File: config.mk
export PLATFORM = sky130hd
export DESIGN_NAME = json_string_unescape_utf8_top
export DESIGN_NICKNAME = d
export VERILOG_FILES = /design/src/jsu_pkg.sv /design/src/json_string_unescape_utf8_top.sv /design/src/jsu_front.sv /design/src/jsu_queue.sv /design/src/jsu_back.sv
export VERILOG_INCLUDE_DIRS = /design/src /design/src/src
export SDC_FILE = /design/constraint.sdc
export NUM_CORES = 1
export LEC_CHECK = 0
export BUFFER_PORTS_ARGS = -buffer_cell sky130_fd_sc_hd__buf_4
export CAP_MARGIN = 10
export CORE_MARGIN = 2
export CORE_UTILIZATION = 51
export CTS_CLUSTER_SIZE = 12
export DETAILED_ROUTE_END_ITERATION = 10
export HOLD_SLACK_MARGIN = 0.08
export PLACE_DENSITY = 0.78
export SYNTH_ARGS = -nofsm -noshare
export SYNTH_HDL_FRONTEND = slang
export SYNTH_SLANG_ARGS = --single-unit
File: constraint.sdc
create_clock -name i_clk -period 20.4 [get_ports i_clk]
set_clock_uncertainty 0.05 [all_clocks]
set_input_delay 2.04 -clock i_clk [delete_from_list [all_inputs] [get_ports i_clk]]
set_output_delay 2.04 -clock i_clk [all_outputs]
set_load 0.03 [all_outputs]
File: src/json_string_unescape_utf8_top_macros.svh
// ----------------------------------------------------------------------------
// Assertion macros for the JSON string unescaper.
// Each macro expands to one labelled concurrent assertion clocked on i_clk.
// ----------------------------------------------------------------------------
`ifndef JSON_STRING_UNESCAPE_UTF8_TOP_MACROS_SVH
`define JSON_STRING_UNESCAPE_UTF8_TOP_MACROS_SVH

// The condition must never hold outside reset.
`define JSU_ASSERT_NEVER(lbl, cond, msg) \
    lbl: assert property (@(posedge i_clk) disable iff (!i_rst_n) !(cond)) else $error(msg);

// The consequent must hold in the same cycle as the antecedent.
`define JSU_ASSERT_IMPL(lbl, ante, cons, msg) \
    lbl: assert property (@(posedge i_clk) disable iff (!i_rst_n) (ante) |-> (cons)) \
        else $error(msg);

// The consequent must hold in the cycle after the antecedent.
`define JSU_ASSERT_NEXT(lbl, ante, cons, msg) \
    lbl: assert property (@(posedge i_clk) disable iff (!i_rst_n) (ante) |=> (cons)) \
        else $error(msg);

`endif

File: src/jsu_pkg.sv
// ----------------------------------------------------------------------------
// JSON string unescaper package
// Shared constants, result codes, the decoded group type and helper functions.
// ----------------------------------------------------------------------------
package jsu_pkg;

    localparam int CAP_W       = 16;
    localparam int QUEUE_DEPTH = 4;
    localparam int QPTR_W      = $clog2(QUEUE_DEPTH);
    localparam int QCNT_W      = $clog2(QUEUE_DEPTH + 1);

    typedef logic [CAP_W-1:0] t_cap;
    typedef logic [CAP_W:0]   t_cap_ext;

    localparam t_cap CAP_RESET = t_cap'(256);

    localparam logic [1:0] KIND_DATA = 2'd0;
    localparam logic [1:0] KIND_DONE = 2'd1;
    localparam logic [1:0] KIND_ERR  = 2'd2;

    localparam logic [3:0] ERR_NONE      = 4'd0;
    localparam logic [3:0] ERR_NO_QUOTE  = 4'd1;
    localparam logic [3:0] ERR_BAD_ESC   = 4'd2;
    localparam logic [3:0] ERR_BAD_HEX   = 4'd3;
    localparam logic [3:0] ERR_NO_LOW    = 4'd4;
    localparam logic [3:0] ERR_LOW_RANGE = 4'd5;
    localparam logic [3:0] ERR_LONE_LOW  = 4'd6;
    localparam logic [3:0] ERR_CONTROL   = 4'd7;
    localparam logic [3:0] ERR_FULL      = 4'd8;
    localparam logic [3:0] ERR_UNTERM    = 4'd9;

    localparam logic [7:0] CH_QUOTE = 8'h22;
    localparam logic [7:0] CH_BSL   = 8'h5C;
    localparam logic [7:0] CH_SLASH = 8'h2F;
    localparam logic [7:0] CH_B     = 8'h62;
    localparam logic [7:0] CH_F     = 8'h66;
    localparam logic [7:0] CH_N     = 8'h6E;
    localparam logic [7:0] CH_R     = 8'h72;
    localparam logic [7:0] CH_T     = 8'h74;
    localparam logic [7:0] CH_U     = 8'h75;
    localparam logic [7:0] CH_SPACE = 8'h20;

    localparam logic [15:0] HIGH_FIRST = 16'hD800;
    localparam logic [15:0] HIGH_LAST  = 16'hDBFF;
    localparam logic [15:0] LOW_FIRST  = 16'hDC00;
    localparam logic [15:0] LOW_LAST   = 16'hDFFF;
    localparam logic [20:0] PLANE_BASE = 21'h10000;

    // All results caused by one input byte: an optional leading abandon error,
    // up to four data bytes, then an optional completion or error.
    typedef struct packed {
        logic            pre9;
        logic [2:0]      nb;
        logic [3:0][7:0] bytes;
        logic            tail;
        logic [1:0]      tkind;
        logic [3:0]      tcode;
    } t_group;

    typedef struct packed {
        logic full;
        logic empty;
    } t_q_status;

    typedef struct packed {
        logic [2:0]      len;
        logic [3:0][7:0] bytes;
    } t_utf8;

    function automatic logic [4:0] nibble_decode(input logic [7:0] b);
        logic [4:0] r;
        r = 5'd0;
        priority if (b >= 8'h30 && b <= 8'h39) begin
            r = {1'b1, b[3:0]};
        end else if ((b >= 8'h61 && b <= 8'h66) || (b >= 8'h41 && b <= 8'h46)) begin
            r = {1'b1, 4'(b[3:0] + 4'd9)};
        end else begin
            r = 5'd0;
        end
        return r;
    endfunction

    function automatic t_utf8 utf8_encode(input logic [20:0] cp);
        t_utf8 r;
        r = '0;
        priority if (cp <= 21'h7F) begin
            r.len      = 3'd1;
            r.bytes[0] = cp[7:0];
        end else if (cp <= 21'h7FF) begin
            r.len      = 3'd2;
            r.bytes[0] = {3'b110, cp[10:6]};
            r.bytes[1] = {2'b10, cp[5:0]};
        end else if (cp <= 21'hFFFF) begin
            r.len      = 3'd3;
            r.bytes[0] = {4'b1110, cp[15:12]};
            r.bytes[1] = {2'b10, cp[11:6]};
            r.bytes[2] = {2'b10, cp[5:0]};
        end else begin
            r.len      = 3'd4;
            r.bytes[0] = {5'b11110, cp[20:18]};
            r.bytes[1] = {2'b10, cp[17:12]};
            r.bytes[2] = {2'b10, cp[11:6]};
            r.bytes[3] = {2'b10, cp[5:0]};
        end
        return r;
    endfunction

endpackage

File: src/json_string_unescape_utf8_top.sv
// ----------------------------------------------------------------------------
// JSON string unescaper to UTF-8
// Top level: front decoder, group queue and result back end.
// ----------------------------------------------------------------------------
// The input channel takes one byte of a quoted JSON string span per word,
// with i_span_start on the opening quote and i_span_last on the final byte.
// The output channel gives one result per word: a decoded data byte, a
// completion, or an error with its code; o_run_last marks the last result
// caused by an input byte. Bytes that produce no result give no word.
// The configuration channel writes the output capacity; o_cfg_ready is
// always high. The user must make writes only while the block is idle;
// the block does not enforce it. An input byte is decoded in the cycle
// it is accepted, one byte per cycle while the queue is not full.
// Its results reach the output through the group queue, the working group
// and the output register. A byte that expands into several results (up
// to five) gives one per word, while a four-group queue accepts input.
// The receiver may stall at any time: the output word holds, the queue
// fills, and o_in_stall rises when the queue is full. Reset clears the
// decoder to idle, empties the queue and restores the capacity to 256.
// ----------------------------------------------------------------------------
module json_string_unescape_utf8_top (
    input  logic                  i_clk,
    input  logic                  i_rst_n,
    input  logic                  i_in_valid,
    output logic                  o_in_stall,
    input  logic [7:0]            i_data_byte,
    input  logic                  i_span_start,
    input  logic                  i_span_last,
    output logic                  o_out_valid,
    input  logic                  i_out_stall,
    output logic [7:0]            o_out_byte,
    output logic [1:0]            o_kind,
    output logic [3:0]            o_error_code,
    output logic                  o_run_last,
    input  logic                  i_cfg_valid,
    output logic                  o_cfg_ready,
    input  logic [15:0]           i_cfg_data
);

    logic                  accept;
    logic                  push;
    logic                  pop;
    jsu_pkg::t_group       group;
    jsu_pkg::t_group       head;
    jsu_pkg::t_q_status    status;

    assign o_cfg_ready = 1'b1;
    assign o_in_stall  = status.full;
    assign accept      = i_in_valid && !status.full;

    jsu_front u_front (
        .i_clk        (i_clk),
        .i_rst_n      (i_rst_n),
        .i_accept     (accept),
        .i_data_byte  (i_data_byte),
        .i_span_start (i_span_start),
        .i_span_last  (i_span_last),
        .i_cfg_write  (i_cfg_valid && o_cfg_ready),
        .i_cfg_data   (i_cfg_data),
        .o_push       (push),
        .o_group      (group)
    );

    jsu_queue u_queue (
        .i_clk    (i_clk),
        .i_rst_n  (i_rst_n),
        .i_push   (push),
        .i_group  (group),
        .i_pop    (pop),
        .o_head   (head),
        .o_status (status)
    );

    jsu_back u_back (
        .i_clk        (i_clk),
        .i_rst_n      (i_rst_n),
        .i_head       (head),
        .i_status     (status),
        .o_pop        (pop),
        .i_out_stall  (i_out_stall),
        .o_out_valid  (o_out_valid),
        .o_out_byte   (o_out_byte),
        .o_kind       (o_kind),
        .o_error_code (o_error_code),
        .o_run_last   (o_run_last)
    );

endmodule

File: src/jsu_front.sv
// ----------------------------------------------------------------------------
// JSON string unescaper front end
// Decodes one accepted input byte per cycle into a group of pending results.
// ----------------------------------------------------------------------------
module jsu_front (
    input  logic                  i_clk,
    input  logic                  i_rst_n,
    input  logic                  i_accept,
    input  logic [7:0]            i_data_byte,
    input  logic                  i_span_start,
    input  logic                  i_span_last,
    input  logic                  i_cfg_write,
    input  jsu_pkg::t_cap         i_cfg_data,
    output logic                  o_push,
    output jsu_pkg::t_group       o_group
);

    typedef enum logic [2:0] {
        PH_IDLE,
        PH_BODY,
        PH_ESC,
        PH_HEX1,
        PH_WANT_BS,
        PH_WANT_U,
        PH_HEX2
    } t_phase;

    t_phase          r_phase, n_phase;
    jsu_pkg::t_cap   r_cap;
    jsu_pkg::t_cap   r_used, n_used;
    logic [15:0]     r_acc, n_acc;
    logic [1:0]      r_cnt, n_cnt;
    logic [9:0]      r_high, n_high;

    jsu_pkg::t_group grp;
    logic [4:0]      hex;
    logic [15:0]     new_acc;
    logic [20:0]     cp;
    jsu_pkg::t_utf8  enc;
    logic            cp_fits;
    logic            one_fits;
    logic [7:0]      esc_val;
    logic            esc_ok;

    always_comb begin
        hex      = jsu_pkg::nibble_decode(i_data_byte);
        new_acc  = {r_acc[11:0], hex[3:0]};
        cp       = (r_phase == PH_HEX2) ?
                   jsu_pkg::PLANE_BASE + {1'b0, r_high, new_acc[9:0]} : {5'd0, new_acc};
        enc      = jsu_pkg::utf8_encode(cp);
        cp_fits  = ({1'b0, r_used} + jsu_pkg::t_cap_ext'(enc.len)) < {1'b0, r_cap};
        one_fits = ({1'b0, r_used} + jsu_pkg::t_cap_ext'(1)) < {1'b0, r_cap};

        esc_ok  = 1'b1;
        esc_val = 8'h00;
        unique case (i_data_byte)
            jsu_pkg::CH_QUOTE, jsu_pkg::CH_BSL, jsu_pkg::CH_SLASH: esc_val = i_data_byte;
            jsu_pkg::CH_B: esc_val = 8'h08;
            jsu_pkg::CH_F: esc_val = 8'h0C;
            jsu_pkg::CH_N: esc_val = 8'h0A;
            jsu_pkg::CH_R: esc_val = 8'h0D;
            jsu_pkg::CH_T: esc_val = 8'h09;
            default: esc_ok = 1'b0;
        endcase

        grp     = '0;
        n_phase = r_phase;
        n_used  = r_used;
        n_acc   = r_acc;
        n_cnt   = r_cnt;
        n_high  = r_high;

        if (i_span_start) begin
            grp.pre9 = (r_phase != PH_IDLE);
            n_used   = '0;
            n_acc    = '0;
            n_cnt    = '0;
            n_high   = '0;
            if (i_data_byte != jsu_pkg::CH_QUOTE) begin
                grp.tail  = 1'b1;
                grp.tkind = jsu_pkg::KIND_ERR;
                grp.tcode = jsu_pkg::ERR_NO_QUOTE;
                n_phase   = PH_IDLE;
            end else begin
                n_phase = PH_BODY;
            end
        end else begin
            unique case (r_phase)
                PH_BODY: begin
                    priority if (i_data_byte == jsu_pkg::CH_QUOTE) begin
                        grp.tail  = 1'b1;
                        grp.tkind = (r_used >= r_cap) ? jsu_pkg::KIND_ERR : jsu_pkg::KIND_DONE;
                        grp.tcode = (r_used >= r_cap) ? jsu_pkg::ERR_FULL : jsu_pkg::ERR_NONE;
                        n_phase   = PH_IDLE;
                    end else if (i_data_byte == jsu_pkg::CH_BSL) begin
                        n_phase = PH_ESC;
                    end else if (!one_fits) begin
                        grp.tail  = 1'b1;
                        grp.tkind = jsu_pkg::KIND_ERR;
                        grp.tcode = jsu_pkg::ERR_FULL;
                        n_phase   = PH_IDLE;
                    end else if (i_data_byte < jsu_pkg::CH_SPACE) begin
                        grp.tail  = 1'b1;
                        grp.tkind = jsu_pkg::KIND_ERR;
                        grp.tcode = jsu_pkg::ERR_CONTROL;
                        n_phase   = PH_IDLE;
                    end else begin
                        grp.nb       = 3'd1;
                        grp.bytes[0] = i_data_byte;
                        n_used       = r_used + jsu_pkg::t_cap'(1);
                    end
                end
                PH_ESC: begin
                    priority if (esc_ok) begin
                        if (!one_fits) begin
                            grp.tail  = 1'b1;
                            grp.tkind = jsu_pkg::KIND_ERR;
                            grp.tcode = jsu_pkg::ERR_FULL;
                            n_phase   = PH_IDLE;
                        end else begin
                            grp.nb       = 3'd1;
                            grp.bytes[0] = esc_val;
                            n_used       = r_used + jsu_pkg::t_cap'(1);
                            n_phase      = PH_BODY;
                        end
                    end else if (i_data_byte == jsu_pkg::CH_U) begin
                        n_phase = PH_HEX1;
                        n_acc   = '0;
                        n_cnt   = '0;
                    end else begin
                        grp.tail  = 1'b1;
                        grp.tkind = jsu_pkg::KIND_ERR;
                        grp.tcode = jsu_pkg::ERR_BAD_ESC;
                        n_phase   = PH_IDLE;
                    end
                end
                PH_HEX1, PH_HEX2: begin
                    priority if (!hex[4]) begin
                        grp.tail  = 1'b1;
                        grp.tkind = jsu_pkg::KIND_ERR;
                        grp.tcode = jsu_pkg::ERR_BAD_HEX;
                        n_phase   = PH_IDLE;
                    end else if (r_cnt != 2'd3) begin
                        n_acc = new_acc;
                        n_cnt = r_cnt + 2'd1;
                    end else begin
                        n_acc = new_acc;
                        n_cnt = '0;
                        priority if (r_phase == PH_HEX1 && new_acc >= jsu_pkg::HIGH_FIRST
                                     && new_acc <= jsu_pkg::HIGH_LAST) begin
                            n_high  = new_acc[9:0];
                            n_phase = PH_WANT_BS;
                        end else if (r_phase == PH_HEX1 && new_acc >= jsu_pkg::LOW_FIRST
                                     && new_acc <= jsu_pkg::LOW_LAST) begin
                            grp.tail  = 1'b1;
                            grp.tkind = jsu_pkg::KIND_ERR;
                            grp.tcode = jsu_pkg::ERR_LONE_LOW;
                            n_phase   = PH_IDLE;
                        end else if (r_phase == PH_HEX2 && (new_acc < jsu_pkg::LOW_FIRST
                                     || new_acc > jsu_pkg::LOW_LAST)) begin
                            grp.tail  = 1'b1;
                            grp.tkind = jsu_pkg::KIND_ERR;
                            grp.tcode = jsu_pkg::ERR_LOW_RANGE;
                            n_phase   = PH_IDLE;
                        end else if (!cp_fits) begin
                            grp.tail  = 1'b1;
                            grp.tkind = jsu_pkg::KIND_ERR;
                            grp.tcode = jsu_pkg::ERR_FULL;
                            n_phase   = PH_IDLE;
                        end else begin
                            grp.nb    = enc.len;
                            grp.bytes = enc.bytes;
                            n_used    = r_used + jsu_pkg::t_cap'(enc.len);
                            n_phase   = PH_BODY;
                        end
                    end
                end
                PH_WANT_BS: begin
                    if (i_data_byte == jsu_pkg::CH_BSL) begin
                        n_phase = PH_WANT_U;
                    end else begin
                        grp.tail  = 1'b1;
                        grp.tkind = jsu_pkg::KIND_ERR;
                        grp.tcode = jsu_pkg::ERR_NO_LOW;
                        n_phase   = PH_IDLE;
                    end
                end
                PH_WANT_U: begin
                    if (i_data_byte == jsu_pkg::CH_U) begin
                        n_phase = PH_HEX2;
                        n_acc   = '0;
                        n_cnt   = '0;
                    end else begin
                        grp.tail  = 1'b1;
                        grp.tkind = jsu_pkg::KIND_ERR;
                        grp.tcode = jsu_pkg::ERR_NO_LOW;
                        n_phase   = PH_IDLE;
                    end
                end
                default: begin
                    n_phase = PH_IDLE;
                end
            endcase
        end

        // A span that ends while the string is still open is unterminated.
        if (i_span_last && n_phase != PH_IDLE) begin
            grp.tail  = 1'b1;
            grp.tkind = jsu_pkg::KIND_ERR;
            grp.tcode = jsu_pkg::ERR_UNTERM;
            n_phase   = PH_IDLE;
        end
    end

    assign o_group = grp;
    assign o_push  = i_accept && (grp.pre9 || grp.nb != 3'd0 || grp.tail);

    always_ff @(posedge i_clk) begin
        if (!i_rst_n) begin
            r_phase <= PH_IDLE;
            r_cap   <= jsu_pkg::CAP_RESET;
            r_used  <= '0;
            r_acc   <= '0;
            r_cnt   <= '0;
            r_high  <= '0;
        end else begin
            if (i_cfg_write) begin
                r_cap <= i_cfg_data;
            end
            if (i_accept) begin
                r_phase <= n_phase;
                r_used  <= n_used;
                r_acc   <= n_acc;
                r_cnt   <= n_cnt;
                r_high  <= n_high;
            end
        end
    end

endmodule

File: src/jsu_queue.sv
// ----------------------------------------------------------------------------
// JSON string unescaper group queue
// A short first-in first-out queue of decoded groups between front and back.
// ----------------------------------------------------------------------------
module jsu_queue (
    input  logic                  i_clk,
    input  logic                  i_rst_n,
    input  logic                  i_push,
    input  jsu_pkg::t_group       i_group,
    input  logic                  i_pop,
    output jsu_pkg::t_group       o_head,
    output jsu_pkg::t_q_status    o_status
);

    jsu_pkg::t_group                 r_mem [jsu_pkg::QUEUE_DEPTH];
    logic [jsu_pkg::QPTR_W-1:0]      r_wr;
    logic [jsu_pkg::QPTR_W-1:0]      r_rd;
    logic [jsu_pkg::QCNT_W-1:0]      r_count;

    assign o_head         = r_mem[r_rd];
    assign o_status.full  = (r_count == jsu_pkg::QCNT_W'(jsu_pkg::QUEUE_DEPTH));
    assign o_status.empty = (r_count == '0);

    always_ff @(posedge i_clk) begin
        if (i_push) begin
            r_mem[r_wr] <= i_group;
        end
    end

    always_ff @(posedge i_clk) begin
        if (!i_rst_n) begin
            r_wr    <= '0;
            r_rd    <= '0;
            r_count <= '0;
        end else begin
            if (i_push) begin
                r_wr <= r_wr + jsu_pkg::QPTR_W'(1);
            end
            if (i_pop) begin
                r_rd <= r_rd + jsu_pkg::QPTR_W'(1);
            end
            if (i_push && !i_pop) begin
                r_count <= r_count + jsu_pkg::QCNT_W'(1);
            end else if (i_pop && !i_push) begin
                r_count <= r_count - jsu_pkg::QCNT_W'(1);
            end
        end
    end

`include "json_string_unescape_utf8_top_macros.svh"

    `JSU_ASSERT_NEVER(a_no_overflow, i_push && !i_pop && o_status.full, "queue overflow")
    `JSU_ASSERT_NEVER(a_no_underflow, i_pop && o_status.empty, "queue underflow")

endmodule

File: src/jsu_back.sv
// ----------------------------------------------------------------------------
// JSON string unescaper back end
// Unpacks queued groups into single results behind a registered output.
// ----------------------------------------------------------------------------
module jsu_back (
    input  logic                  i_clk,
    input  logic                  i_rst_n,
    input  jsu_pkg::t_group       i_head,
    input  jsu_pkg::t_q_status    i_status,
    output logic                  o_pop,
    input  logic                  i_out_stall,
    output logic                  o_out_valid,
    output logic [7:0]            o_out_byte,
    output logic [1:0]            o_kind,
    output logic [3:0]            o_error_code,
    output logic                  o_run_last
);

    jsu_pkg::t_group r_w, n_w;
    logic            r_wvalid;
    logic            r_out_valid;
    logic [7:0]      r_out_byte;
    logic [1:0]      r_kind;
    logic [3:0]      r_code;
    logic            r_last;

    logic            take;
    logic            emit;
    logic            rem;
    logic [7:0]      cur_byte;
    logic [1:0]      cur_kind;
    logic [3:0]      cur_code;

    always_comb begin
        take     = !r_out_valid || !i_out_stall;
        emit     = take && r_wvalid;
        n_w      = r_w;
        cur_byte = 8'h00;
        cur_kind = jsu_pkg::KIND_ERR;
        cur_code = jsu_pkg::ERR_UNTERM;
        priority if (r_w.pre9) begin
            n_w.pre9 = 1'b0;
            rem      = (r_w.nb != 3'd0) || r_w.tail;
        end else if (r_w.nb != 3'd0) begin
            cur_byte  = r_w.bytes[0];
            cur_kind  = jsu_pkg::KIND_DATA;
            cur_code  = jsu_pkg::ERR_NONE;
            n_w.bytes = {8'h00, r_w.bytes[3:1]};
            n_w.nb    = r_w.nb - 3'd1;
            rem       = (r_w.nb != 3'd1) || r_w.tail;
        end else begin
            cur_kind = r_w.tkind;
            cur_code = r_w.tcode;
            n_w.tail = 1'b0;
            rem      = 1'b0;
        end
        o_pop = !i_status.empty && (!r_wvalid || (emit && !rem));
    end

    always_ff @(posedge i_clk) begin
        if (!i_rst_n) begin
            r_wvalid    <= 1'b0;
            r_out_valid <= 1'b0;
        end else begin
            if (o_pop) begin
                r_wvalid <= 1'b1;
            end else if (emit) begin
                r_wvalid <= rem;
            end
            if (take) begin
                r_out_valid <= emit;
            end
        end
    end

    always_ff @(posedge i_clk) begin
        if (o_pop) begin
            r_w <= i_head;
        end else if (emit) begin
            r_w <= n_w;
        end
        if (emit) begin
            r_out_byte <= cur_byte;
            r_kind     <= cur_kind;
            r_code     <= cur_code;
            r_last     <= !rem;
        end
    end

    assign o_out_valid  = r_out_valid;
    assign o_out_byte   = r_out_byte;
    assign o_kind       = r_kind;
    assign o_error_code = r_code;
    assign o_run_last   = r_last;

`include "json_string_unescape_utf8_top_macros.svh"

    `JSU_ASSERT_IMPL(a_work_nonempty, r_wvalid, r_w.pre9 || r_w.nb != 3'd0 || r_w.tail,
        "working group holds no result")
    `JSU_ASSERT_IMPL(a_burst_len, r_wvalid, r_w.nb <= 3'd4, "data burst longer than four")
    `JSU_ASSERT_NEXT(a_data_code, emit && cur_kind == jsu_pkg::KIND_DATA,
        o_error_code == jsu_pkg::ERR_NONE && o_out_valid, "data result carries an error code")

endmodule

# Word-level counts from Yosys, hierarchy flattened

Memories as Yosys holds them, arrays and structs flattened. A register that Yosys moved wholly into a read port is not among the register bits.
Cells that the tools add are included.

Flip-flop bits (word level): 130
RAM bits: 172
Bits of input ports: 31
Word-level logic and storage cells: 271
Output and inout port bits: 18
Memories kept: 1

Magnitude comparators: 19
Bitwise gates (word level): 1
Equal/unequal tests: 35
Muxes and demuxes: 122
Reduce and logical (&&, ||, !) cells: 55
Add/sub/neg operators: 12

Memories:

| memory        | depth | width | rd ports | clocked after Yosys merged registers in | write ports | RTL line        | text |
|---|---|---|---|---|---|---|---|
| u_queue.r_mem | 4     | 43    | 1        | 1                                       | 1           | jsu_queue.sv:15 | `jsu_pkg::t_group r_mem [jsu_pkg::QUEUE_DEPTH];` |

Operators with widths:

| cell                     | count |
|---|---|
| $mux W16                 | 19 |
| $mux W35                 | 6 |
| $mux W7                  | 15 |
| $mux W24                 | 4 |
| $pmux W16 S3             | 2 |
| $mux W43                 | 2 |
| $mux W42                 | 2 |
| $mux W3                  | 23 |
| $eq A8 B7 Y1 const B     | 7 |
| $mux W8                  | 7 |
| $mux W10                 | 5 |
| $pmux W8 S6              | 1 |
| $mux W36                 | 1 |
| $pmux W7 S5              | 1 |
| $lt A17 B16 Y1           | 2 |
| $ge A16 B16 Y1 const B   | 2 |
| $le A16 B16 Y1 const B   | 2 |
| $ne A3 B3 Y1 const B     | 8 |
| $pmux W8 S3              | 1 |
| $mux W22                 | 1 |
| $add A17 B20 Y21 const A | 1 |
| $le A21 B11 Y1 const B   | 1 |
| $le A21 B16 Y1 const B   | 1 |
| $le A21 B7 Y1 const B    | 1 |
| 49 further kinds         | 129 |

# Depth between registers and ports, before layout

Word-level depth: 30
Mapped depth: 33

# Hierarchy

Synthesis repeated with hierarchy kept, for this count alone.

Cells, all modules: 1248
Area total of the unflattened synthesis: 15351.0 um^2

By module, submodules not included:

| module                        | cells an instance | sequential area each (um^2) | area each (um^2) | instances |
|---|---|---|---|---|
| jsu_queue                     | 268               | 5345.1                      | 6705.2           | 1 |
| jsu_front                     | 832               | 1181.1                      | 6125.9           | 1 |
| jsu_back                      | 145               | 1781.7                      | 2494.9           | 1 |
| json_string_unescape_utf8_top | 3                 | 0.0                         | 25.0             | 1 |

# Worst setup path after synthesis

OpenSTA, ideal clock, no wires.

Kind: flip-flop to flip-flop
Start: register u_front.r_high[6]
End: memory u_queue.r_mem[0][0] in the netlist's numbering, enable pin
Required time: 19.949 ns
Arrival: 6.199 ns
Path slack: 13.750 ns
Path buffers: 1
Stages on the path, launching flop included: 29
Cell sequence: dfxtp_1 > ha_1 > nand3b_1 > o21ai_0 > nand3b_1 > o21ai_0 > clkinv_1 > nor2_1 > nand2_1 > nand2_1 > inv_1 > ha_1 > a21o_1 > a21oi_1 > nor2_1 > nand2_1 > nor2_1 > xor2_1 > ha_1 > a21o_1 > a21oi_1 > o21ai_0 > o31ai_1 > and3_1 > clkbuf_1 > nor4_4 > o311a_1 > a31oi_4 > and2_1

Cells in the longest elaborated chain, start to end: 23
Elaborated cells between the ends (all ways): 41
Those cells by class: 2 x add/sub; 4 x order compare; 29 x mux; 6 x reduce/logical

RTL lines:

| item                            | RTL line                            | text |
|---|---|---|
| start: declaration              | jsu_front.sv:33                     | `logic [9:0] r_high, n_high;` |
| start signal: assignment        | jsu_front.sv:235                    | `r_high <= n_high;` |
| $add A17 B20 Y21 *              | jsu_front.sv:49                     | `jsu_pkg::PLANE_BASE + {1'b0, r_high, new_acc[9:0]} : {5'd0, new_acc};` |
| $mux W21 *                      | jsu_front.sv:48                     | `cp = (r_phase == PH_HEX2) ?` |
| $le A21 B16 Y1                  | jsu_pkg.sv:93                       | `end else if (cp <= 21'hFFFF) begin` |
| $mux W3                         | jsu_pkg.sv:93                       |  |
| $mux W3                         | jsu_pkg.sv:89                       | `end else if (cp <= 21'h7FF) begin` |
| $mux W3 *                       | jsu_pkg.sv:86                       | `priority if (cp <= 21'h7F) begin` |
| $add A16 B3 Y17                 | jsu_front.sv:51                     | `cp_fits = ({1'b0, r_used} + jsu_pkg::t_cap_ext'(enc.len)) < {1'b0, r_cap};` |
| $lt A17 B16 Y1                  | jsu_front.sv:51                     |  |
| (+8 left out)                   | -                                   |  |
| $reduce_bool A3 Y1              | jsu_front.sv:207                    | `if (i_span_last && n_phase != PH_IDLE) begin` |
| $logic_and A1 B1 Y1             | jsu_front.sv:207                    |  |
| $mux W7                         | jsu_front.sv:207                    |  |
| $logic_or A1 B1 Y1 *            | jsu_front.sv:216                    | `assign o_push = i_accept && (grp.pre9 \|\| grp.nb != 3'd0 \|\| grp.tail);` |
| $logic_and A1 B1 Y1 *           | jsu_front.sv:216                    |  |
| net push                        | json_string_unescape_utf8_top.sv:41 | `logic push;` |
| $mux W1 *                       | jsu_queue.sv:25                     | `if (i_push) begin` |
| $mux W1 (implied by the code) * | jsu_queue.sv:26                     | `r_mem[r_wr] <= i_group;` |
| end: declaration                | jsu_queue.sv:15                     |  |

Mark *: on every way through the listed nets, which the timed path passes. The rest lies on a longest branch.

# Worst setup path after layout

Start: register u_front.r_phase[1]
End: register u_queue.r_count[2] in the netlist's numbering

Cells in the longest elaborated chain, start to end: 24
Elaborated cells between the ends (all ways): 61
Those cells by class: 1 x add/sub; 4 x order compare; 6 x eq/ne; 33 x mux; 17 x reduce/logical

RTL lines:

| item                         | RTL line                                           | text |
|---|---|---|
| start: declaration           | jsu_front.sv:28                                    | `t_phase r_phase, n_phase;` |
| start signal: assignment     | jsu_front.sv:231                                   | `r_phase <= n_phase;` |
| $eq A3 B3 Y1                 | jsu_front.sv:48, jsu_front.sv:88, jsu_front.sv:159 |  |
| $mux W21                     | jsu_front.sv:48                                    |  |
| $le A21 B16 Y1               | jsu_pkg.sv:93                                      |  |
| $mux W3                      | jsu_pkg.sv:93                                      |  |
| $mux W3                      | jsu_pkg.sv:89                                      |  |
| $mux W3                      | jsu_pkg.sv:86                                      |  |
| $add A16 B3 Y17              | jsu_front.sv:51                                    |  |
| $lt A17 B16 Y1               | jsu_front.sv:51                                    |  |
| (+9 left out)                | -                                                  |  |
| $logic_and A1 B1 Y1          | jsu_front.sv:207                                   |  |
| $mux W7                      | jsu_front.sv:207                                   |  |
| $logic_or A1 B1 Y1 *         | jsu_front.sv:216                                   |  |
| $logic_and A1 B1 Y1 *        | jsu_front.sv:216                                   |  |
| net push                     | json_string_unescape_utf8_top.sv:41                |  |
| $logic_not A1 Y1             | jsu_queue.sv:44                                    | `end else if (i_pop && !i_push) begin` |
| $logic_and A1 B1 Y1          | jsu_queue.sv:44                                    |  |
| $reduce_bool A2 Y1 (no line) | -                                                  |  |
| end signal: assignment       | jsu_queue.sv:43                                    | `r_count <= r_count + jsu_pkg::QCNT_W'(1);` |
| end signal: assignment       | jsu_queue.sv:45                                    | `r_count <= r_count - jsu_pkg::QCNT_W'(1);` |
| end: declaration             | jsu_queue.sv:18                                    | `logic [jsu_pkg::QCNT_W-1:0] r_count;` |

Marked as above.
A chain may end at the register's enable or synchronous reset.

==> qor.log <==
[status] outcome completed
[timing] final count of pins violating max slew 0
[route] Detail Route met2 WL 16.8 mm
[synth] Netlist Area Pre-Place 0.0146 mm²
[clock_network] cell at the root of the clock tree clkbuf_16
[worst_hold_path] Worst Hold Path EP u_queue.r_wr[1]$_SDFFE_PN0P_
[setup_path] cell seen most often among critical-path stages nor2_1
[setup_path] library cell contributing the largest single delay on the critical path dfxtp_1
[setup_path] startpoint kind of the worst setup timing path flop
[global_routing] number of antenna violations at the first check in global routing 0
[power_and_ir_drop] IR drop worst, VDD 65.1 µV
[route] wl on met1 14.3 mm
[timing] Setup TNS 0 ns
[global_routing] gr ovfl total 0
[synth] count of unique library cells instantiated by Yosys 81
[clock_network] maximum buffer depth of the clock tree 3
[power_and_ir_drop] static leakage power 5.98 nW
[layout] antenna cells 0
[layout] fraction of layout instances using a drive strength above 1 13.9%
[setup_path] required time reported for the critical path endpoint 20.83 ns
[clock_network] number of buffers inserted to repair setup after CTS 0
[setup_path] worst r2r path cells 31
[route] met3 routed wirelength 2.22 mm
[setup_path] Reg2Reg Launch Point u_front.r_phase[1]$_SDFFE_PN0P_
[clock_network] number of gates resized after CTS 0
[global_routing] largest net degree at the start of global routing 60
[place] final estimated routing congestion in global placement 0.996
[global_routing] total track usage 22.8%
[synth] share of the synthesized area in the top cell type 44.1%
[setup_path] setup slack, reg-to-reg 12.03 ns
[route] top routing layer in use met4
[floorplan] std cell rows 61
[route] vias after detailed routing 9726
[floorplan] initial core utilization 52.2%
[global_routing] first-pass GRT wire length 54.5 mm
[timing] unrepaired setup endpoints after global routing false
[clock_network] total clock buffers created by CTS 29
[floorplan] number of top-level pins 49
[layout] final layout net count 1329
[global_routing] vias in the first global route 9603
[route] Routed WL per cell 21.2 µm
[clock_network] htree depth 1
[setup_path] worst reg2reg endpoint u_queue.r_count[2]$_SDFFE_PN0P_
[place] port buffer count 47
[timing] part of the cycle the worst path needs 41.0%
[worst_hold_path] Hold Crit Class flop to flop
[synth] Commonest cells post-synth edfxtp_1, nor2_1, nand2_1, dfxtp_1, ha_1
[layout] Area Overhead vs Synth 10.1%
[timing] worst relative slew slack 26.0%
[route] detailed router's first-iteration violation count 920
[clock_network] clock latency at the later pin of the worst-skew pair 0.57 ns
[floorplan] die area 0.0301 mm²
[layout] area of combinational cells with multiple inputs 0.00636 mm²
[timing] pin slew with the least headroom to its limit 1.11 ns
[synth] Mapped Nets 1307
[layout] Fillers 2288
[clock_network] total clock sinks 285
[setup_path] type of the setup path with the least slack flop to flop
[setup_path] Crit path arrival time 8.80 ns
[clock_network] Worst-path clk slew 0.06 ns
[timing] count of final hold-check violations 0
[place] dpl ws 12.27 ns
[setup_path] Largest stage delay, worst path 0.74 ns
[route] DR pass1 iterations 8
[timing] Period minus WS final 8.37 ns
[synth] share of the yosys chip area belonging to registers 53.7%
[worst_hold_path] start point of the worst min-delay path u_queue.r_wr[1]$_SDFFE_PN0P_
[synth] post-synthesis register bit count 285
[floorplan] Die Span X 173 µm
[synth] FFs w/ async S/R, synth 0%
[power_and_ir_drop] power density over the cells 101 mW/mm²
[place] DP HPWL 24.0 mm
[layout] register area 0.00786 mm²
[synth] cell taking the most area after synthesis edfxtp_1
[clock_network] hold-fix buffer count after cts 0
[synth] per-instance average area after synthesis 12.1 µm²
[route] overall routed net length 34.3 mm
[clock_network] TritonCTS clock tree built
[power_and_ir_drop] total power after layout 1.62 mW
[synth] most frequent cell after synthesis edfxtp_1
[synth] cell count after synthesis 1205
[synth] YS warnings 0
[synth] main area contributors after synthesis edfxtp_1, dfxtp_1, mux4_2
[floorplan] DIE HEIGHT 173 µm
[route] routed vias/inst 6.01
[worst_hold_path] hold depth 2
[floorplan] core area 0.0280 mm²
[synth] most instantiated flip-flop cell in the synthesis netlist edfxtp_1
[run] maximum capacitance violations 0
[timing] setup violators final 0
[synth] number of synthesized flops with an enable pin 215
[timing] setup ws final 12.03 ns
[setup_path] endpoint class of the critical path flop
[setup_path] top fanout value on the critical path 20
[route] final routed DRC violation total 0
[timing] fmax 120 MHz
[route] Antenna Violating Nets Remaining 0
[state kept, by name, indices dropped and copies added, names as in the netlist, 3 cells and up, named ones only]
register             count
u_front.r_used          16
u_front.r_cap           16
u_back.r_w              34
u_back.n_w               6
u_front.r_acc           12
u_queue.r_count          3
u_front.r_high          10
u_front.r_phase          3
u_back.o_out_byte        8
u_back.o_error_code      4
u_queue.r_mem          160
[area by class of cell]
class	count	share of cell area, %
Clock buffer	34	4.62
Clock inverter	9	0.668
Inverter	44	1.03
Multi-Input combinational cell	814	39.5
Sequential cell	285	48.8
Tap cell	378	2.94
Timing Repair Buffer	53	2.47
[worst max-delay path: cells and delay by family, from the launching register on]
family | cells | cell delay [ns]
AND/OR/NAND/NOR | 11 | 2.88
buffers and inverters | 4 | 0.71
AO/OA/AOI/OAI | 10 | 2.31
flip-flops | 1 | 0.74
adder cells (fa/ha/maj) | 4 | 1.23
XOR/XNOR | 2 | 0.32
[metal layers]
| metal | track usage, % | vias to the layer above |
|---|---|---|
| li1 | - | 4527 |
| met1 | 31.7 | 4745 |
| met2 | 38.3 | 383 |
| met3 | 2.68 | 71 |
| met4 | 6.18 | 0 |
| met5 | 0 | - |
[worst max-delay path by stage]
stage / start / endpoint / slack, ns
finish: u_front.r_phase[1]$_SDFFE_PN0P_ / u_queue.r_count[2]$_SDFFE_PN0P_ / 12.03
global route: u_front.r_phase[1]$_SDFFE_PN0P_ / u_queue.r_count[2]$_SDFFE_PN0P_ / 11.36
CTS: u_front.r_phase[1]$_SDFFE_PN0P_ / u_queue.r_count[2]$_SDFFE_PN0P_ / 12.17
detailed placement: u_front.r_phase[1]$_SDFFE_PN0P_ / u_queue.r_count[2]$_SDFFE_PN0P_ / 12.27
global placement: u_front.r_phase[1]$_SDFFE_PN0P_ / u_queue.r_count[2]$_SDFFE_PN0P_ / 12.59
floorplan: u_front.r_high[6]$_SDFFE_PN0P_ / u_queue.r_mem[0][0]$_DFFE_PP_ / 13.75
[through the flow]
stage	util [%]	hold slack, ns	area [µm²]	cells
2_1_floorplan	-	0.393	14600	1205
5_1_grt	57.5	0.458	16100	1617
6_report	57.5	0.444	16100	1617
3_3_place_gp	54.5	0.399	15300	1574
3_5_place_dp	54.5	0.413	15300	1574
4_1_cts	57.5	0.440	16100	1617
[cells in the final DEF (no fill, tap or decap), types with 5 or more instances in the layout]
master,netlist,routed
buf_4,3,53
o21a_1,6,6
o2111ai_1,5,5
and2_1,46,42
dfxtp_1,70,68
a21oi_1,39,39
clkbuf_16,0,29
mux4_2,40,40
and3_1,14,14
o21ai_0,28,28
nor2_1,92,92
clkbuf_1,45,5
nand2b_1,16,16
ha_1,68,68
nand4_1,15,15
mux2i_1,46,46
nand2_1,72,72
or3_1,8,8
a211oi_1,7,7
nor2b_1,52,52
edfxtp_1,215,215
o22ai_1,6,6
a31oi_1,6,6
mux2_2,21,21
nor4_1,8,8
nor3b_1,5,5
nor3_1,16,16
a22oi_1,9,9
a21boi_0,6,6
nand3_1,31,31
xor2_1,23,23
o211ai_1,9,9
a21o_1,18,18
inv_1,43,43
xnor2_1,22,22
[kinds of logic (layout without fill, tap and decap cells)]
logic type	Yosys count	count (layout)	share of synthesized area [%]
flip-flops	285	285	53.7
adder cells (fa/ha/maj)	71	71	6.23
AO/OA/AOI/OAI	189	189	9.09
buffers and inverters	106	140	2.86
XOR/XNOR	45	45	2.69
AND/OR/NAND/NOR	401	401	14.5
other	1	1	0.0256
multiplexers	107	107	10.9
[power by group]
part / total, mW / leakage, nW / internal (mW) / switching (mW)
Sequential: 0.776 / 2.65 / 0.737 / 0.0388
Combinational: 0.353 / 2.91 / 0.157 / 0.196
Clock: 0.494 / 0.420 / 0.282 / 0.212
Note: power is estimated with default switching activity, not from simulation.
